==> src/rtl/b64d_pkg.sv <==
// Package with types, codes and the alphabet lookup of the Base64 stream decoder.
`timescale 1ns / 1ps

package b64d_pkg;

	localparam logic [6:0] SYM_BAD     = 7'd127;
	localparam logic [6:0] SYM_PAD     = 7'd64;
	localparam logic [5:0] SEXTET_MASK = 6'h3F;
	localparam logic [7:0] CHAR_LF     = 8'h0A;
	localparam logic [7:0] CHAR_CR     = 8'h0D;
	localparam logic [15:0] CNT_MAX    = 16'hFFFF;

	typedef enum logic [1:0] {
		ST_OK      = 2'd0,
		ST_INVALID = 2'd1,
		ST_SMALL   = 2'd2
	} status_t;

	typedef struct packed {
		logic [1:0]  nbytes;
		logic        has_status;
		status_t     status;
		logic [15:0] length;
		logic [7:0]  b0;
		logic [7:0]  b1;
		logic [7:0]  b2;
	} res_bundle_t;

	// Maps one character to its sextet, to SYM_PAD for '=' or to SYM_BAD.
	function automatic logic [6:0] sym_value(input logic [7:0] c);
		logic [6:0] v;
		v = SYM_BAD;
		if (c >= 8'h41 && c <= 8'h5A) begin
			v = 7'(c - 8'h41);
		end else if (c >= 8'h61 && c <= 8'h7A) begin
			v = 7'(c - 8'h61 + 8'd26);
		end else if (c >= 8'h30 && c <= 8'h39) begin
			v = 7'(c - 8'h30 + 8'd52);
		end else if (c == 8'h2B) begin
			v = 7'd62;
		end else if (c == 8'h2F) begin
			v = 7'd63;
		end else if (c == 8'h3D) begin
			v = SYM_PAD;
		end
		return v;
	endfunction

endpackage

==> src/rtl/base64_stream_decoder_core.sv <==
// Top level of the streaming Base64 decoder.
//
// The input channel takes one character per request on ch, with last_char
// marking the final character of a text. The output channel gives decoded
// bytes (is_status low) and, after the final character, one status request
// with the status code and the count of bytes emitted; last marks the final
// result caused by each character. Bytes leave before the status is known,
// so a receiver drops them when the status reports an error.
// The capacity for the too-small check is written through cfg_wr_en and
// cfg_wr_data; the user must write it only while the block is idle, which the
// block does not enforce. It resets to 65535. An accepted character is held in
// the input register, decoded and loaded into the result register, which drives
// the output. Throughput is one character per cycle while each character gives
// at most one result and the receiver does not stall; a character that completes
// a quartet holds the result register until each of its bytes is taken, and the
// final character until its status is taken too. When the receiver stalls, the
// result register and then the input register fill and in_ready drops. Reset
// clears the decode state, the pending results and the input register.
`timescale 1ns / 1ps

module base64_stream_decoder_core
	import b64d_pkg::*;
(
	input  logic        clk,
	input  logic        arst_n,
	input  logic        in_valid,
	output logic        in_ready,
	input  logic [7:0]  ch,
	input  logic        last_char,
	input  logic        cfg_wr_en,
	input  logic [15:0] cfg_wr_data,
	output logic        out_valid,
	input  logic        out_ready,
	output logic        is_status,
	output logic [7:0]  out_byte,
	output logic [1:0]  status,
	output logic [15:0] decoded_length,
	output logic        last
);

	logic        valid_s1;
	logic [7:0]  ch_s1;
	logic        last_s1;
	logic        fire;
	res_bundle_t bundle;

	b64d_in_stage u_in_stage (
		.clk       (clk),
		.arst_n    (arst_n),
		.in_valid  (in_valid),
		.in_ready  (in_ready),
		.ch        (ch),
		.last_char (last_char),
		.take      (fire),
		.valid_s1  (valid_s1),
		.ch_s1     (ch_s1),
		.last_s1   (last_s1)
	);

	b64d_decode u_decode (
		.clk         (clk),
		.arst_n      (arst_n),
		.cfg_wr_en   (cfg_wr_en),
		.cfg_wr_data (cfg_wr_data),
		.fire        (fire),
		.ch_s1       (ch_s1),
		.last_s1     (last_s1),
		.bundle      (bundle)
	);

	b64d_out_stage u_out_stage (
		.clk            (clk),
		.arst_n         (arst_n),
		.valid_s1       (valid_s1),
		.bundle         (bundle),
		.fire           (fire),
		.out_valid      (out_valid),
		.out_ready      (out_ready),
		.is_status      (is_status),
		.out_byte       (out_byte),
		.status         (status),
		.decoded_length (decoded_length),
		.last           (last)
	);

endmodule

==> src/rtl/b64d_in_stage.sv <==
// Input register stage that holds one accepted character until the decoder takes it.
`timescale 1ns / 1ps

module b64d_in_stage
	import b64d_pkg::*;
(
	input  logic       clk,
	input  logic       arst_n,
	input  logic       in_valid,
	output logic       in_ready,
	input  logic [7:0] ch,
	input  logic       last_char,
	input  logic       take,
	output logic       valid_s1,
	output logic [7:0] ch_s1,
	output logic       last_s1
);

	assign in_ready = !valid_s1 || take;

	always_ff @(posedge clk or negedge arst_n) begin
		if (!arst_n) begin
			valid_s1 <= 1'b0;
		end else if (in_ready) begin
			valid_s1 <= in_valid;
		end
	end

	always_ff @(posedge clk) begin
		if (in_valid && in_ready) begin
			ch_s1   <= ch;
			last_s1 <= last_char;
		end
	end

endmodule

==> src/rtl/b64d_decode.sv <==
// Decoder state, capacity register and the per-character decode logic.
`timescale 1ns / 1ps

module b64d_decode
	import b64d_pkg::*;
(
	input  logic        clk,
	input  logic        arst_n,
	input  logic        cfg_wr_en,
	input  logic [15:0] cfg_wr_data,
	input  logic        fire,
	input  logic [7:0]  ch_s1,
	input  logic        last_s1,
	output res_bundle_t bundle
);

	logic [15:0] capacity_q;
	logic [23:0] acc_q, acc_n;
	logic [1:0]  pos_q, pos_n;
	logic [1:0]  pad_q, pad_n;
	logic        pcr_q, pcr_n;
	logic        err_q, err_n;
	logic [15:0] sym_q, sym_n;
	logic [15:0] emit_q, emit_n;
	logic [6:0]  v;
	logic        skip;
	logic        take_sym;
	logic        accept;
	logic [1:0]  nb;
	logic [17:0] emit_sum;
	logic [18:0] need_sum;
	logic [15:0] need;
	status_t     st;

	always_comb begin
		acc_n    = acc_q;
		pos_n    = pos_q;
		pad_n    = pad_q;
		pcr_n    = pcr_q;
		err_n    = err_q;
		sym_n    = sym_q;
		skip     = 1'b0;
		take_sym = 1'b0;
		accept   = 1'b0;
		nb       = 2'd0;
		v        = sym_value(ch_s1);

		if (!err_q) begin
			if (pcr_q) begin
				pcr_n = 1'b0;
				if (ch_s1 == CHAR_LF) begin
					skip = 1'b1;
				end else begin
					err_n = 1'b1;
				end
			end
			if (!skip && !err_n) begin
				if (ch_s1 == CHAR_CR) begin
					pcr_n = 1'b1;
				end else if (ch_s1 != CHAR_LF) begin
					take_sym = 1'b1;
				end
			end
		end

		if (take_sym) begin
			if (v == SYM_BAD) begin
				err_n = 1'b1;
			end else if (v == SYM_PAD) begin
				if (pad_q >= 2'd2) begin
					err_n = 1'b1;
				end else begin
					pad_n  = pad_q + 2'd1;
					accept = 1'b1;
				end
			end else if (pad_q != 2'd0) begin
				err_n = 1'b1;
			end else begin
				accept = 1'b1;
			end
		end

		if (accept) begin
			if (sym_q != CNT_MAX) begin
				sym_n = sym_q + 16'd1;
			end
			acc_n = {acc_q[17:0], v[5:0] & SEXTET_MASK};
			pos_n = pos_q + 2'd1;
			if (pos_n == 2'd0) begin
				nb = 2'd3 - pad_n;
			end
		end

		emit_sum = {2'b00, emit_q} + {16'd0, nb};
		emit_n   = (emit_sum[17:16] != 2'b00) ? CNT_MAX : emit_sum[15:0];

		if (last_s1 && pcr_n) begin
			err_n = 1'b1;
		end

		need_sum = ({3'b000, sym_n} << 2) + ({3'b000, sym_n} << 1) + 19'd7;
		need     = need_sum[18:3];

		if (err_n) begin
			st = ST_INVALID;
		end else if (sym_n != 16'd0 && need > capacity_q) begin
			st = ST_SMALL;
		end else begin
			st = ST_OK;
		end

		bundle.nbytes     = nb;
		bundle.has_status = last_s1;
		bundle.status     = st;
		bundle.length     = emit_n;
		bundle.b0         = acc_n[23:16];
		bundle.b1         = acc_n[15:8];
		bundle.b2         = acc_n[7:0];
	end

	always_ff @(posedge clk or negedge arst_n) begin
		if (!arst_n) begin
			capacity_q <= CNT_MAX;
		end else if (cfg_wr_en) begin
			capacity_q <= cfg_wr_data;
		end
	end

	always_ff @(posedge clk or negedge arst_n) begin
		if (!arst_n) begin
			acc_q  <= '0;
			pos_q  <= '0;
			pad_q  <= '0;
			pcr_q  <= 1'b0;
			err_q  <= 1'b0;
			sym_q  <= '0;
			emit_q <= '0;
		end else if (fire) begin
			if (last_s1) begin
				acc_q  <= '0;
				pos_q  <= '0;
				pad_q  <= '0;
				pcr_q  <= 1'b0;
				err_q  <= 1'b0;
				sym_q  <= '0;
				emit_q <= '0;
			end else begin
				acc_q  <= acc_n;
				pos_q  <= pos_n;
				pad_q  <= pad_n;
				pcr_q  <= pcr_n;
				err_q  <= err_n;
				sym_q  <= sym_n;
				emit_q <= emit_n;
			end
		end
	end

endmodule

==> src/rtl/b64d_out_stage.sv <==
// Result register that holds the results of one character and hands them out one at a time.
`timescale 1ns / 1ps

module b64d_out_stage
	import b64d_pkg::*;
(
	input  logic        clk,
	input  logic        arst_n,
	input  logic        valid_s1,
	input  res_bundle_t bundle,
	output logic        fire,
	output logic        out_valid,
	input  logic        out_ready,
	output logic        is_status,
	output logic [7:0]  out_byte,
	output logic [1:0]  status,
	output logic [15:0] decoded_length,
	output logic        last
);

	res_bundle_t buf_q;
	logic        full_q;
	logic [1:0]  idx_q;
	logic [2:0]  total_q;
	logic [2:0]  total_in;
	logic        last_out;
	logic        load_ok;
	logic        load;
	logic        cur_status;
	logic [7:0]  cur_byte;

	assign total_q  = {1'b0, buf_q.nbytes} + {2'b00, buf_q.has_status};
	assign total_in = {1'b0, bundle.nbytes} + {2'b00, bundle.has_status};
	assign last_out = ({1'b0, idx_q} + 3'd1) == total_q;
	assign load_ok  = !full_q || (out_ready && last_out);
	assign fire     = valid_s1 && load_ok;
	assign load     = fire && (total_in != 3'd0);

	always_comb begin
		case (idx_q)
			2'd0:    cur_byte = buf_q.b0;
			2'd1:    cur_byte = buf_q.b1;
			default: cur_byte = buf_q.b2;
		endcase
	end

	assign cur_status     = buf_q.has_status && (idx_q == buf_q.nbytes);
	assign out_valid      = full_q;
	assign is_status      = cur_status;
	assign out_byte       = cur_status ? 8'd0 : cur_byte;
	assign status         = cur_status ? buf_q.status : ST_OK;
	assign decoded_length = cur_status ? buf_q.length : 16'd0;
	assign last           = last_out;

	always_ff @(posedge clk or negedge arst_n) begin
		if (!arst_n) begin
			full_q <= 1'b0;
			idx_q  <= '0;
		end else if (load) begin
			full_q <= 1'b1;
			idx_q  <= '0;
		end else if (full_q && out_ready) begin
			if (last_out) begin
				full_q <= 1'b0;
			end else begin
				idx_q <= idx_q + 2'd1;
			end
		end
	end

	always_ff @(posedge clk) begin
		if (load) begin
			buf_q <= bundle;
		end
	end

endmodule

==> config.mk <==
export PLATFORM = sky130hd
export DESIGN_NAME = base64_stream_decoder_core
export DESIGN_NICKNAME = d
export VERILOG_FILES = /design/src/rtl/b64d_pkg.sv /design/src/rtl/base64_stream_decoder_core.sv /design/src/rtl/b64d_in_stage.sv /design/src/rtl/b64d_decode.sv /design/src/rtl/b64d_out_stage.sv
export SDC_FILE = /design/constraint.sdc
export NUM_CORES = 1
export LEC_CHECK = 0
export BUFFER_PORTS_ARGS = -buffer_cell sky130_fd_sc_hd__buf_2
export CORE_MARGIN = 10
export CORE_UTILIZATION = 40
export CTS_CLUSTER_SIZE = 10
export DETAILED_ROUTE_END_ITERATION = 8
export PLACE_DENSITY_LB_ADDON = 0.3
export SYNTH_ARGS = -nofsm -noshare
export SYNTH_HDL_FRONTEND = slang
export SYNTH_SLANG_ARGS = --single-unit
==> constraint.sdc <==
create_clock -name clk -period 9.6 [get_ports clk]
set_input_delay 2.4 -clock clk [delete_from_list [all_inputs] [get_ports clk]]
set_output_delay 2.4 -clock clk [all_outputs]
set_load 0.005 [all_outputs]
# Word-level counts from Yosys, hierarchy flattened
# Cells that the tools add are included.
# totals
memories	0
mem_bits_ro	0
latch_bits	0
regBits	136
elab_cells	147
out_inout_bits	30
mem_bits_rw	0
# op_classes
n_reduce_logical	30
magnitude_cmp	8
n_eq_ne	13
n_bitwise	0
muxes	60
shift	0
div_mod_pow	0
addsub	16
n_mul	0
# op_table
operator	count
16-bit 2-to-1 mux	6
24-bit 2-to-1 mux	2
7-bit 2-to-1 mux	5
1-bit 2-to-1 mux	30
2-bit 2-to-1 mux	14
8-bit by 6-bit == test with 1-bit output, second input constant	3
18-bit by 17-bit adder with 19-bit output	1
19-bit by 3-bit adder with 19-bit output, second input constant	1
16-bit by 2-bit adder with 17-bit output	1
16-bit by 1-bit adder with 16-bit output, second input constant	1
8-bit by 4-bit == test with 1-bit output, second input constant	2
8-bit by 7-bit greater-or-equal comparator with 1-bit output, second input constant	2
16-bit greater-than comparator	1
8-bit by 7-bit less-or-equal comparator with 1-bit output, second input constant	2
16-bit inequality test, second input constant	1
8-bit case mux with 2 select lines	1
16-bit nonzero test	1
7-bit == test, second input constant	2
7-bit subtractor, second input constant	2
1-bit logical AND	12
2-bit nonzero test	5
8-bit by 6-bit greater-or-equal comparator with 1-bit output, second input constant	1
8-bit by 6-bit less-or-equal comparator with 1-bit output, second input constant	1
8-bit 2-to-1 mux	1
19 further kinds	29

# Depth between registers and ports, before layout
# Gate-level depths: netlist of run 1.
# depth
depth_word	19
ltp_mapped	35
mapped_depth_nobuf	32

# Cells and area by module
# Synthesis of run 1 repeated with hierarchy kept, for this count alone.
# unflattened
hier_cells	930
area_unflattened_um2	8702.1
# modules_own_cells
mod	n_inst	area_per_inst_um2	cells_per_inst	seq_area_each_um2
b64d_decode	1	6408.6	786	1971.9
b64d_out_stage	1	1969.4	131	1426.4
b64d_in_stage	1	324.1	13	295.3

# Least setup slack after synthesis of run 1
# Ideal clock, no wire load.
# synth_path
kind	register -> register
startpoint	register u_in_stage.ch_s1[2]
endpoint	register u_out_stage.buf_q[41] (netlist name) (data pin)
t_arrival_ps	6431
setup_ps	160
synth_period_minus_slack_ps	6592
setup_slack_ps	3008
stages_incl_launch_ff	35
path_cell_list	edfxtp_1 buf_6 inv_1 ha_1 a21oi_2 a311o_1 nand3_2 a211oi_1 or4b_4 o211ai_4 and3_1 buf_2 nand2_2 nor4_1 xnor2_1 inv_1 ha_1 ha_1 clkbuf_1 a21o_1 a21oi_1 nor2_1 o21a_1 o21ai_0 nand2b_1 a21oi_1 o21ai_0 xor2_1 ha_1 nand4_1 or2_2 o221ai_1 o41ai_1 or2_2 a41oi_1
# synth_via
elab_chain_cells	17
word_cells_on_any_way	62
classes_between	add/sub: 7; order compare: 7; eq/ne: 8; mux: 31; reduce/logical: 9
# synth_lines
item	line	source
start, declared	b64d_in_stage.sv:15	output logic [7:0] ch_s1,
start signal, assigned	b64d_in_stage.sv:31	ch_s1 <= ch;
branches (longest 17 deep; another with 18-bit by 17-bit adder with 19-bit output)	-	
end signal, assigned	b64d_out_stage.sv:73	buf_q <= bundle;
end, declared	b64d_out_stage.sv:21	res_bundle_t buf_q;
# Parallel ways; which one is timed is not known. The select of a mux whose other input is x is not followed.
# A chain may end at the register's enable or synchronous reset.

# Worst setup path in the final report of run 1
# Ends and elaborated chain as after synthesis.

==> reports/metrics.cfg, run 1 <==
[status]
status=complete, no violations

[critical_path]
critPathLaunchType=register
slowest_stage=or4b_4
critPathTopFamily=simple AND/OR/NAND/NOR gates
endpoint_kind=register
crit_buf_inv=1
critPathKind=register to register
critical_path_arrival_ps=7700
worstPathMaxFanout=11
crit_path_max_incr_delay_ps=610
cp_common_cell=ha_1
worstPathRequired_ps=9840

[placed_design]
numPortBuffers=59
gp_congestion=0.8769
placed_cells=1182
dp_hpwl_um=13710
dp_slack_ps=2239

[drt]
drt-initial-drc-count=372
routedWlPerCell_um=15.91
firstDrtPassIters=5
ant_nets=0
viasPerCell=5.379
drc_errors=0
vias=6530
routed_wl_um=19320

[logic_synthesis]
synth_edf_count=54
synthesis.area_mm2=0.008676
synthCells=882
synthFlopType=dfrtp_1
ys_ff_latch=136
yosysWarningCount=0
seq_area_frac_synth=0.4257
ys_async_sr_fraction=0.6029
syn-num-nets=983
synth.avg_cell_area_um2=9.837
netlist-cell-type-count=82

[timing]
hold_viol=0
fin_skew_ps=10.95
fin_crit_ps=7458
slew_headroom=0.3734
rsz0062_at_grt=no
tns_ps=0
timing.fmax_mhz=134.1
max_slew.worst_pin.slew_ps=939.9
post-route-period-util=0.7768
finalSetupViolCount=0
slew_violations=0
setup_slack_ps=2142

[power_and_ir_drop]
p_leak_nw=4.475
powerDensity_mw_per_mm2=264.8
peakVddDrop_mv=0.1627
power_mw=2.600

[cells_and_area]
layout_common_cells=nand2_1 (95), ha_1 (70), dfrtp_1 (66), inv_1 (61), buf_2 (58)
fin_nets=1027
diodes=0
fillers=2009
final_common_cell=nand2_1
area_growth_pct=13.17
drive_gt1_frac=0.1704
fin_cells=1214

[die]
die_y_um=167.3
placementRows=53
die_w_um=167.3
core_area_mm2=0.02115
die_area_mm2=0.02798
initial_utilization=0.4101
io_pins=60

[clock_network]
numCtsBuffers=17
ctsRootBufferMaster=clkbuf_16
clock_path_buffers=2
ctsHtreeMaxLevel=4
tritoncts=built
clk-insertion-delay-late_ps=420
cts_setup_buffers=0
clock-sinks=136
clk_pin_slew_ps=70
cts_resized=0
hold_buffers=0

[run]
maxCapViolations=0

[global_route]
grt_pass1_vias=6431
gr-usage-all-layers=0.1376
grt_max_degree=64
grt_first_pass_wirelength_um=32410
grt_overflow_total=0
antenna_found_initial=0

[worst_hold_path]
hold_path.class=register to register

-- stage by stage --
step           instance area, um^2    util  hold slack (ps)
4_1_cts                       9818  0.4641            503.1
3_3_place_gp                  9205  0.4351            482.8
6_report                      9818  0.4641            500.2
2_1_floorplan                 8676       -            455.0
5_1_grt                       9818  0.4641            513.4
3_5_place_dp                  9205  0.4351            489.3
-- worst reg2reg max path: cells and delay by family (launching register included) --
kind                     cells  cell delay [ps]
adder cells (fa/ha/maj)      4             1190
buffers and inverters        1              190
flip-flops                   1              560
multiplexers                 1              370
AO/OA/AOI/OAI               12             2280
AND/OR/NAND/NOR              8             2690
-- per-layer routing --
metal  global-route usage  up-vias  routed length [um]
li1                     -     3286                   -
met1               0.1826     3111                9183
met2               0.2226      118                9168
met3              0.02247       15                 718
met4              0.04693        0                 247
met5                    0        -                   0
-- sequential cells by signal, indices dropped and copies added (netlist names) --
register               flops
u_out_stage.out_valid      1
u_decode.acc_q            24
u_decode.pos_q             2
u_decode.emit_q           16
u_decode.capacity_q       16
u_out_stage.idx_q          2
u_in_stage.valid_s1        1
u_decode.pcr_q             1
u_decode.err_q             1
u_out_stage.buf_q         45
u_in_stage.last_s1         1
u_decode.sym_q            16
u_in_stage.ch_s1           8
u_decode.pad_q             2
-- final cells by class --
class / count / area (um^2) / area share
tap: 275 / 344.1 / 0.03505
inverter: 61 / 229.0 / 0.02332
multi-input combinational: 646 / 4603 / 0.4688
clock buffer: 17 / 425.4 / 0.04333
timing repair buffer: 64 / 335.3 / 0.03415
clock inverter: 15 / 187.7 / 0.01912
sequential: 136 / 3694 / 0.3762
-- cell families after synthesis --
| logic type | after synthesis | share of synthesized area |
|---|---|---|
| AOI/OAI and AO/OA | 217 | 0.1787 |
| xor gates and xnor gates | 43 | 0.04427 |
| adders and majority gates | 71 | 0.1033 |
| buffers and inverters | 100 | 0.04514 |
| DFF | 136 | 0.4257 |
| muxes | 32 | 0.04009 |
| and+or+nand+nor | 283 | 0.1628 |
-- power by group --
group,switching (mW),leakage (nW),internal (mW)
logic,0.639,2.60,0.393
registers,0.0950,1.58,0.791
clock network,0.268,0.298,0.414
-- worst paths after layout --
kind / to / slack (ps) / from / depth (start not counted)
max: u_out_stage.buf_q[41] / 2140 / u_in_stage.ch_s1[2] / 26
min: u_decode.acc_q[19] / 500 / u_decode.acc_q[19] / 1
max reg2reg: u_out_stage.buf_q[41] / 2140 / u_in_stage.ch_s1[2] / 26
min reg2reg: u_decode.acc_q[19] / 500 / u_decode.acc_q[19] / 1
max in group asynchronous: u_decode.acc_q[0] / 6620 / arst_n / 2
min in group asynchronous: u_decode.emit_q[9] / 1920 / arst_n / 1
-- cells in the mapped netlist (8+ instances only) --
master,count,area (um^2)
nand2_1,96,360.4
ha_1,70,875.8
nand4_1,12,75.07
xnor2_1,26,227.7
nor2_1,45,168.9
a21o_1,10,75.07
nor3_1,16,80.08
clkbuf_1,30,112.6
nor2b_1,8,50.05
a22o_1,37,324.1
dfstp_2,16,420.4
a21oi_1,47,235.2
dfrtp_1,66,1652
xor2_1,16,140.1
o21ai_0,42,210.2
nand3_1,31,155.2
mux2i_1,10,100.1
a22oi_1,9,67.56
and3_1,13,81.33
and2_1,22,137.6
nand2b_1,8,50.05
mux2_2,22,247.7
edfxtp_1,54,1622
inv_1,61,229.0
No activity file was read; power rests on OpenSTA's default activity.
==> inputs of run 2 (changes only) <==
==> constraint.sdc (replaced) <==
create_clock -name clk -period 7.07 [get_ports clk]
set_input_delay 1.7675 -clock clk [delete_from_list [all_inputs] [get_ports clk]]
set_output_delay 1.7675 -clock clk [all_outputs]
set_load 0.005 [all_outputs]
==> run 2 against run 1 <==
Net effect: utilization is 0.77 points higher; combinational power is 45% higher; non-clock buffer count rose by 22; cell count is 1.8% higher; critical path depth grew 5; clock power increased by 19%; critical path type unchanged; largest power group unchanged.
==> reports/metrics.cfg, run 2 (synthesis gave the netlist of run 1 again) <==
[status]
status=complete, no violations

[global_route]
grt_pass1_vias=6569  ; +2.1%
grt_busiest_layer=met2
grt_overflow_total=0  ; unchanged
grt_max_degree=64  ; unchanged
met3_usage=0.02434  ; +0.001873
met2_usage=0.2276  ; +0.005009
use_met1=0.1814  ; -0.001260
gr-usage-all-layers=0.1388  ; +0.001241
antenna_found_initial=0  ; unchanged
grt_first_pass_wirelength_um=32690  ; +0.85%

[drt]
routed_wl_um=19290  ; -0.13%
vias=6625  ; +1.5%
ant_nets=0  ; unchanged
drc_errors=0  ; unchanged
viasPerCell=5.360  ; -0.35%
firstDrtPassIters=5  ; unchanged
routedWlPerCell_um=15.61  ; -1.9%
drt-initial-drc-count=353  ; -5.1%

[timing]
slew_violations=0  ; unchanged
hold_viol=0  ; unchanged
fin_crit_ps=6688  ; -769.5 ps
finalSetupViolCount=0  ; unchanged
timing.fmax_mhz=149.5  ; +12%
post-route-period-util=0.9460  ; +0.1691
slew_headroom=0.3696  ; -0.003793
hold_ws_ps=500.0  ; -0.1920 ps
fin_skew_ps=9.277  ; -1.672 ps
max_slew.worst_pin.slew_ps=945.6  ; +5.690 ps

[critical_path]
worstPathMaxFanout=7  ; -4
endpoint_kind=register
r2r_slack_ps=380  ; -1760 ps
rr_startpoint=u_in_stage.ch_s1[3]
critPathLaunchType=register
slowest_stage=or4b_4
critical_path_arrival_ps=6950  ; -750 ps
r2r-end=u_out_stage.buf_q[41]
cp_common_cell=xor2_1
crit_path_max_incr_delay_ps=590  ; -20 ps
reg2regPathDepth=31  ; +19%
worstPathRequired_ps=7330  ; -2510 ps
critPathKind=register to register

[clock_network]
clk-insertion-delay-late_ps=420  ; about the same
numCtsBuffers=17  ; unchanged
clock-sinks=136  ; unchanged
ctsRootBufferMaster=clkbuf_16
tritoncts=built
clock_path_buffers=2  ; unchanged
ctsHtreeMaxLevel=4  ; unchanged
clk_pin_slew_ps=60  ; about the same

[power_and_ir_drop]
powerDensity_mw_per_mm2=349.5  ; +32%
p_int_mw=2.111  ; +32%
power_frac_seq=0.342  ; about the same
combPwrFrac=0.427  ; +0.030
p_switching_mw=1.377  ; +38%
swShare=0.3948  ; +0.009690
p_leak_nw=4.547  ; +1.6%
peakVddDrop_mv=0.2450  ; +51%
p_clk_frac=0.232  ; -0.030

[cells_and_area]
drive_gt1_frac=0.2019  ; +0.03148
diodes=0  ; unchanged
layout_common_cells=nand2_1 (95), dfrtp_1 (66), ha_1 (65), inv_1 (59), buf_2 (58)
area_growth_pct=15.06
largest_register_ff_count=45  ; unchanged
max_flop_register=u_out_stage.buf_q
design_area_mm2=0.009982  ; +1.7%
fin_nets=1049  ; +2.1%
final_common_cell=nand2_1
reg_top3=u_out_stage.buf_q: 45 flops, u_decode.acc_q: 24 flops

[run]
maxCapViolations=0  ; unchanged

[worst_hold_path]
hp-start=u_decode.acc_q[23]
hold_depth=1  ; unchanged
hold_path_end=u_decode.acc_q[23]
hold_path.class=register to register

[die]
io_pins=60  ; unchanged
core_area_mm2=0.02115  ; unchanged
die_y_um=167.3  ; unchanged
die_w_um=167.3  ; unchanged
placementRows=53  ; unchanged
initial_utilization=0.4101  ; unchanged
die_area_mm2=0.02798  ; unchanged

[placed_design]
gp_congestion=0.9036  ; +3.0%
dp_hpwl_um=13810  ; +0.73%
dpl_cell_area_mm2=0.009310  ; +1.1%
numPortBuffers=59  ; unchanged

==> run 2: cell types whose count changed in the layout (fill, tap and decap cells not counted), sizes merged <==
cell | previous run | this run
inv | 67 | 66
bufinv | 3 | 0
clkbuf | 17 | 19
buf | 64 | 86
clkinv | 4 | 5
clkinvlp | 2 | 3
==> run 2: worst max path at each step <==
stage	start	endpoint	slack (ps)	depth (start not counted)
2_1_floorplan	u_in_stage.ch_s1[2]	u_out_stage.buf_q[41]	480	34
3_3_place_gp	u_in_stage.ch_s1[2]	u_out_stage.buf_q[41]	350	30
3_5_place_dp	u_in_stage.ch_s1[2]	u_out_stage.buf_q[41]	310	31
4_1_cts	u_in_stage.ch_s1[2]	u_out_stage.buf_q[41]	270	31
5_1_grt	u_in_stage.ch_s1[3]	u_out_stage.buf_q[41]	-20	31
6_report	u_in_stage.ch_s1[3]	u_out_stage.buf_q[41]	380	31
==> run 2: layer usage <==
metal | vias up | share of wire
met5 | - | 0
met4 | 0 | 0.016
met3 | 21 | 0.040
met2 | 125 | 0.47
met1 | 3141 | 0.47
li1 | 3338 | -
==> run 2: repair_timing <==
item                       4_1_cts  5_1_grt
gates resized for setup          0       17
setup endpoints to repair        0        1
buffers inserted                 0        8
hold buffers                     0        0
==> run 2: worst max-delay path, delay by kind of cell, from the launching register on <==
| kind | cells | cell delay [ps] |
|---|---|---|
| buffers and inverters | 2 | 350 |
| xor gates and xnor gates | 3 | 510 |
| AOI/OAI and AO/OA | 14 | 2330 |
| adders and majority gates | 3 | 870 |
| DFF | 1 | 560 |
| and+or+nand+nor | 9 | 1880 |
==> run 2: cell type report <==
type / instances / area, um^2
Clock buffer: 19 / 442.9
Clock inverter: 13 / 92.59
Fill cell: 1971 / 11170
Inverter: 61 / 229.0
Multi-Input combinational cell: 646 / 4679
Sequential cell: 136 / 3694
Tap cell: 275 / 344.1
Timing Repair Buffer: 86 / 500.5
==> run 2: per-stage QoR <==
| step | TNS (ps) | util | setup slack [ps] | instances | total power [mW] |
|---|---|---|---|---|---|
| 5_1_grt | -15.80 | 0.4719 | -15.80 | 1236 | 3.746 |
| 6_report | 0 | 0.4719 | 381.9 | 1236 | 3.488 |
| 4_1_cts | 0 | 0.4654 | 268.7 | 1228 | 3.481 |
| 3_3_place_gp | 0 | 0.4401 | 351.1 | 1196 | 2.644 |
| 2_1_floorplan | 0 | - | 478.5 | 882 | 2.200 |
| 3_5_place_dp | 0 | 0.4401 | 309.4 | 1196 | 2.659 |
==> run 2: power by group through the flow <==
stage / clock network (mW) / logic [mW] / registers (mW)
3_3_place_gp: 0 / 1.45 / 1.20
3_5_place_dp: 0 / 1.46 / 1.20
2_1_floorplan: 0 / 1.04 / 1.16
6_report: 0.809 / 1.49 / 1.19
4_1_cts: 0.827 / 1.46 / 1.19
5_1_grt: 0.862 / 1.67 / 1.22
==> inputs of run 3 (changes only) <==
--- a/config.mk
+++ b/config.mk
@@ -5,11 +5,14 @@
 export SDC_FILE = /design/constraint.sdc
 export NUM_CORES = 1
 export LEC_CHECK = 0
+export ABC_AREA = 1
 export BUFFER_PORTS_ARGS = -buffer_cell sky130_fd_sc_hd__buf_2
+export CORE_ASPECT_RATIO = 1.4
 export CORE_MARGIN = 10
 export CORE_UTILIZATION = 40
 export CTS_CLUSTER_SIZE = 10
 export DETAILED_ROUTE_END_ITERATION = 8
+export GPL_TIMING_DRIVEN = 0
 export PLACE_DENSITY_LB_ADDON = 0.3
 export SYNTH_ARGS = -nofsm -noshare
 export SYNTH_HDL_FRONTEND = slang
==> run 3 against run 2 <==
Net effect: first-iteration DRC count rose by 2.8%; die area up 2.8%; flip-flop and latch count unchanged; sequential share of layout area fell by 0.95 points; critical path type unchanged; non-clock buffer count grew 2; critical path depth increased by 9; global-route usage rose by 0.57 points; critical endpoint unchanged; largest cell class unchanged; routed wire length is 4.2% higher.
==> reports/metrics.cfg, run 3 <==
[drt]
routed_wl_um=20100  ; +4.2%
ant_nets=0  ; unchanged
vias=7277  ; +9.8%
routedWlPerCell_um=13.26  ; -15%
drt-initial-drc-count=363  ; +2.8%
drc_errors=0  ; unchanged
firstDrtPassIters=5  ; unchanged
viasPerCell=4.803  ; -10%

[timing]
slew_headroom=0.5338  ; +0.1642
timing.fmax_mhz=156.6  ; +4.7%
finalSetupViolCount=0  ; unchanged
slew_violations=0  ; unchanged
fin_skew_ps=8.889  ; -0.3876 ps
rsz0062_at_grt=no
max_slew.worst_pin.slew_ps=696.7  ; -248.9 ps
hold_ws_ps=486.2  ; -13.86 ps
tns_ps=0  ; unchanged
hold_viol=0  ; unchanged
fin_crit_ps=6387  ; -301.1 ps
post-route-period-util=0.9034  ; -0.04258
setup_slack_ps=683.0  ; +301.1 ps

[worst_hold_path]
hp-start=u_decode.capacity_q[8]
hold_path.class=register to register
hold_depth=2  ; +1
hold_path_end=u_decode.capacity_q[8]

[logic_synthesis]
yosysWarningCount=0  ; unchanged
synth_commonest_cells=nand2_1 (237), inv_1 (204), nor2_1 (104)
ys_ff_latch=136  ; unchanged
ys_async_sr_fraction=0.6029  ; unchanged
syn-num-nets=1226  ; +25%
synth_area_leader_cell=dfrtp_1
synthCells=1125  ; +28%
synthesis.area_mm2=0.008917  ; +2.8%
yosysMostFrequentCell=nand2_1
synthFlopType=dfrtp_1
synth_edf_count=54  ; unchanged
synth_area_leaders=dfrtp_1 (19%), edfxtp_1 (18%), nand2_1 (10%)
synth.avg_cell_area_um2=7.926  ; -19%
netlist-cell-type-count=53  ; -35%
seq_area_frac_synth=0.4142  ; -0.01153
synth_top_area_share=0.1852  ; -0.005155

[power_and_ir_drop]
p_leak_nw=5.133  ; +13%
peakVddDrop_mv=0.3183  ; +30%
powerDensity_mw_per_mm2=480.0  ; +37%

[run]
maxCapViolations=0  ; unchanged

[critical_path]
critical_path_arrival_ps=6630  ; -320 ps
rr_startpoint=u_in_stage.ch_s1[0]
crit_buf_inv=5  ; +3
crit_path_max_incr_delay_ps=510  ; -80 ps
r2r_slack_ps=680  ; +300 ps
critPathTopFamily=simple AND/OR/NAND/NOR gates
critPathKind=register to register
cp_common_cell=nand2_1
worstPathMaxFanout=9  ; +2
critPathLaunchType=register
endpoint_kind=register
slowest_stage=edfxtp_1
r2r-end=u_out_stage.buf_q[41]
reg2regPathDepth=40  ; +29%
worstPathRequired_ps=7310  ; -20 ps

[cells_and_area]
reg_top3=u_out_stage.buf_q: 45 flops, u_decode.acc_q: 24 flops
multi_input_comb_area_mm2=0.004313  ; -7.8%
layout_common_cells=nand2_1 (237), inv_1 (203), nor2_1 (104), o21ai_0 (76), ha_1 (70)
largest_register_ff_count=45  ; unchanged
area_growth_pct=14.90
diodes=0  ; unchanged
fin_cells=1515  ; +23%
drive_gt1_frac=0.1264  ; -0.07544
seqCellArea_mm2=0.003694  ; unchanged
max_flop_register=u_out_stage.buf_q
fin_nets=1306  ; +24%
fillers=2213  ; +12%
final_common_cell=nand2_1

[die]
die_area_mm2=0.02875  ; +2.8%
initial_utilization=0.4064  ; -0.003705
placementRows=64  ; +21%
io_pins=60  ; unchanged
core_area_mm2=0.02194  ; +3.7%
die_y_um=196.7  ; +18%
die_w_um=146.2  ; -13%

[clock_network]
clk_pin_slew_ps=60  ; about the same
cts_setup_buffers=0  ; unchanged
clk-insertion-delay-late_ps=430  ; about the same
clock-sinks=136  ; unchanged
ctsHtreeMaxLevel=4  ; unchanged
clock_path_buffers=2  ; unchanged
tritoncts=built
numCtsBuffers=17  ; unchanged
ctsRootBufferMaster=clkbuf_16

[global_route]
grt_pass1_vias=7315  ; +11%
grt_first_pass_wirelength_um=34440  ; +5.4%
antenna_found_initial=0  ; unchanged
grt_overflow_total=0  ; unchanged
gr-usage-all-layers=0.1446  ; +0.005744
grt_max_degree=67  ; +4.7%

[placed_design]
dp_hpwl_um=15590  ; +13%
placed_cells=1483  ; +24%
dp_slack_ps=595.2  ; +285.8 ps
gp_congestion=0.8999  ; -0.41%
numPortBuffers=59  ; unchanged

[status]
status=complete, no violations

-- run 3: changes by cell type after synthesis, sizes merged, moves of 28 or more --
cell   delta
a22o     -34
nand3    +34
nor2     +63
nand2   +154
inv     +148
o22ai    +37
o21ai    +28
-- run 3: cell families (layout without fill, tap and decap cells) --
| logic type | after synthesis | count (layout) | synth area share |
|---|---|---|---|
| adders and majority gates | 71 | 71 | 0.1005 |
| and+or+nand+nor | 462 | 462 | 0.2270 |
| muxes | 1 | 1 | 0.001263 |
| xor gates and xnor gates | 39 | 39 | 0.04125 |
| DFF | 136 | 136 | 0.4142 |
| buffers and inverters | 240 | 333 | 0.1023 |
| AOI/OAI and AO/OA | 176 | 176 | 0.1135 |
-- run 3: worst register-to-register path: cells and delay by family (launching register included) --
family	cells	cell delay, ps
compound gates	5	1200
flops	1	510
simple gates	25	2520
buf+inv	5	520
xor+xnor	1	270
fa+ha+maj	4	1200
-- run 3: cell type report --
cell class / instances / share of cell area
clock inverter: 14 / 0.01673
timing repair buffer: 61 / 0.03370
multi-input combinational: 749 / 0.4209
buffer: 27 / 0.01099
clock buffer: 18 / 0.04286
inverter: 213 / 0.07803
tap: 297 / 0.03627
sequential: 136 / 0.3605
-- run 3: worst max-delay path by stage --
stage | startpoint | endpoint | slack [ps] | cells after the start
final | u_in_stage.ch_s1[0] | u_out_stage.buf_q[41] | 680 | 40
after global routing | u_in_stage.ch_s1[0] | u_out_stage.buf_q[41] | 90 | 40
after CTS | u_in_stage.ch_s1[0] | u_out_stage.buf_q[41] | 570 | 40
after detailed placement | u_in_stage.ch_s1[0] | u_out_stage.buf_q[41] | 600 | 40
after global placement | u_in_stage.ch_s1[1] | u_out_stage.buf_q[41] | 650 | 37
after floorplan | u_in_stage.ch_s1[2] | u_out_stage.buf_q[41] | 1710 | 40
-- run 3: repair_timing --
item                                    in CTS  in global routing
endpoints found under the setup margin       0                  1
hold buffers                                 0                  0
resized for setup                            0                  2
-- run 3: where the power goes --
part | internal [mW] | switching (mW)
Clock | 0.566 | 0.359
Sequential | 1.17 | 0.137
Combinational | 0.938 | 1.75
-- run 3: metrics by stage --
| step | power, mW | utilization | instance area, um^2 |
|---|---|---|---|
| detailed placement | 4.031 | 0.4391 | 9634 |
| global placement | 3.957 | 0.4368 | 9584 |
| finish | 4.918 | 0.4670 | 10250 |
| global route | 5.438 | 0.4670 | 10250 |
| CTS | 4.978 | 0.4669 | 10240 |
| floorplan | 3.291 | - | 8917 |
-- run 3: metal layers --
metal	up-vias	track usage	share of wire
met5	-	0	0
met4	0	0.06206	0.028
met3	34	0.02797	0.026
met2	105	0.2631	0.51
met1	3337	0.1605	0.43
li1	3801	-	-
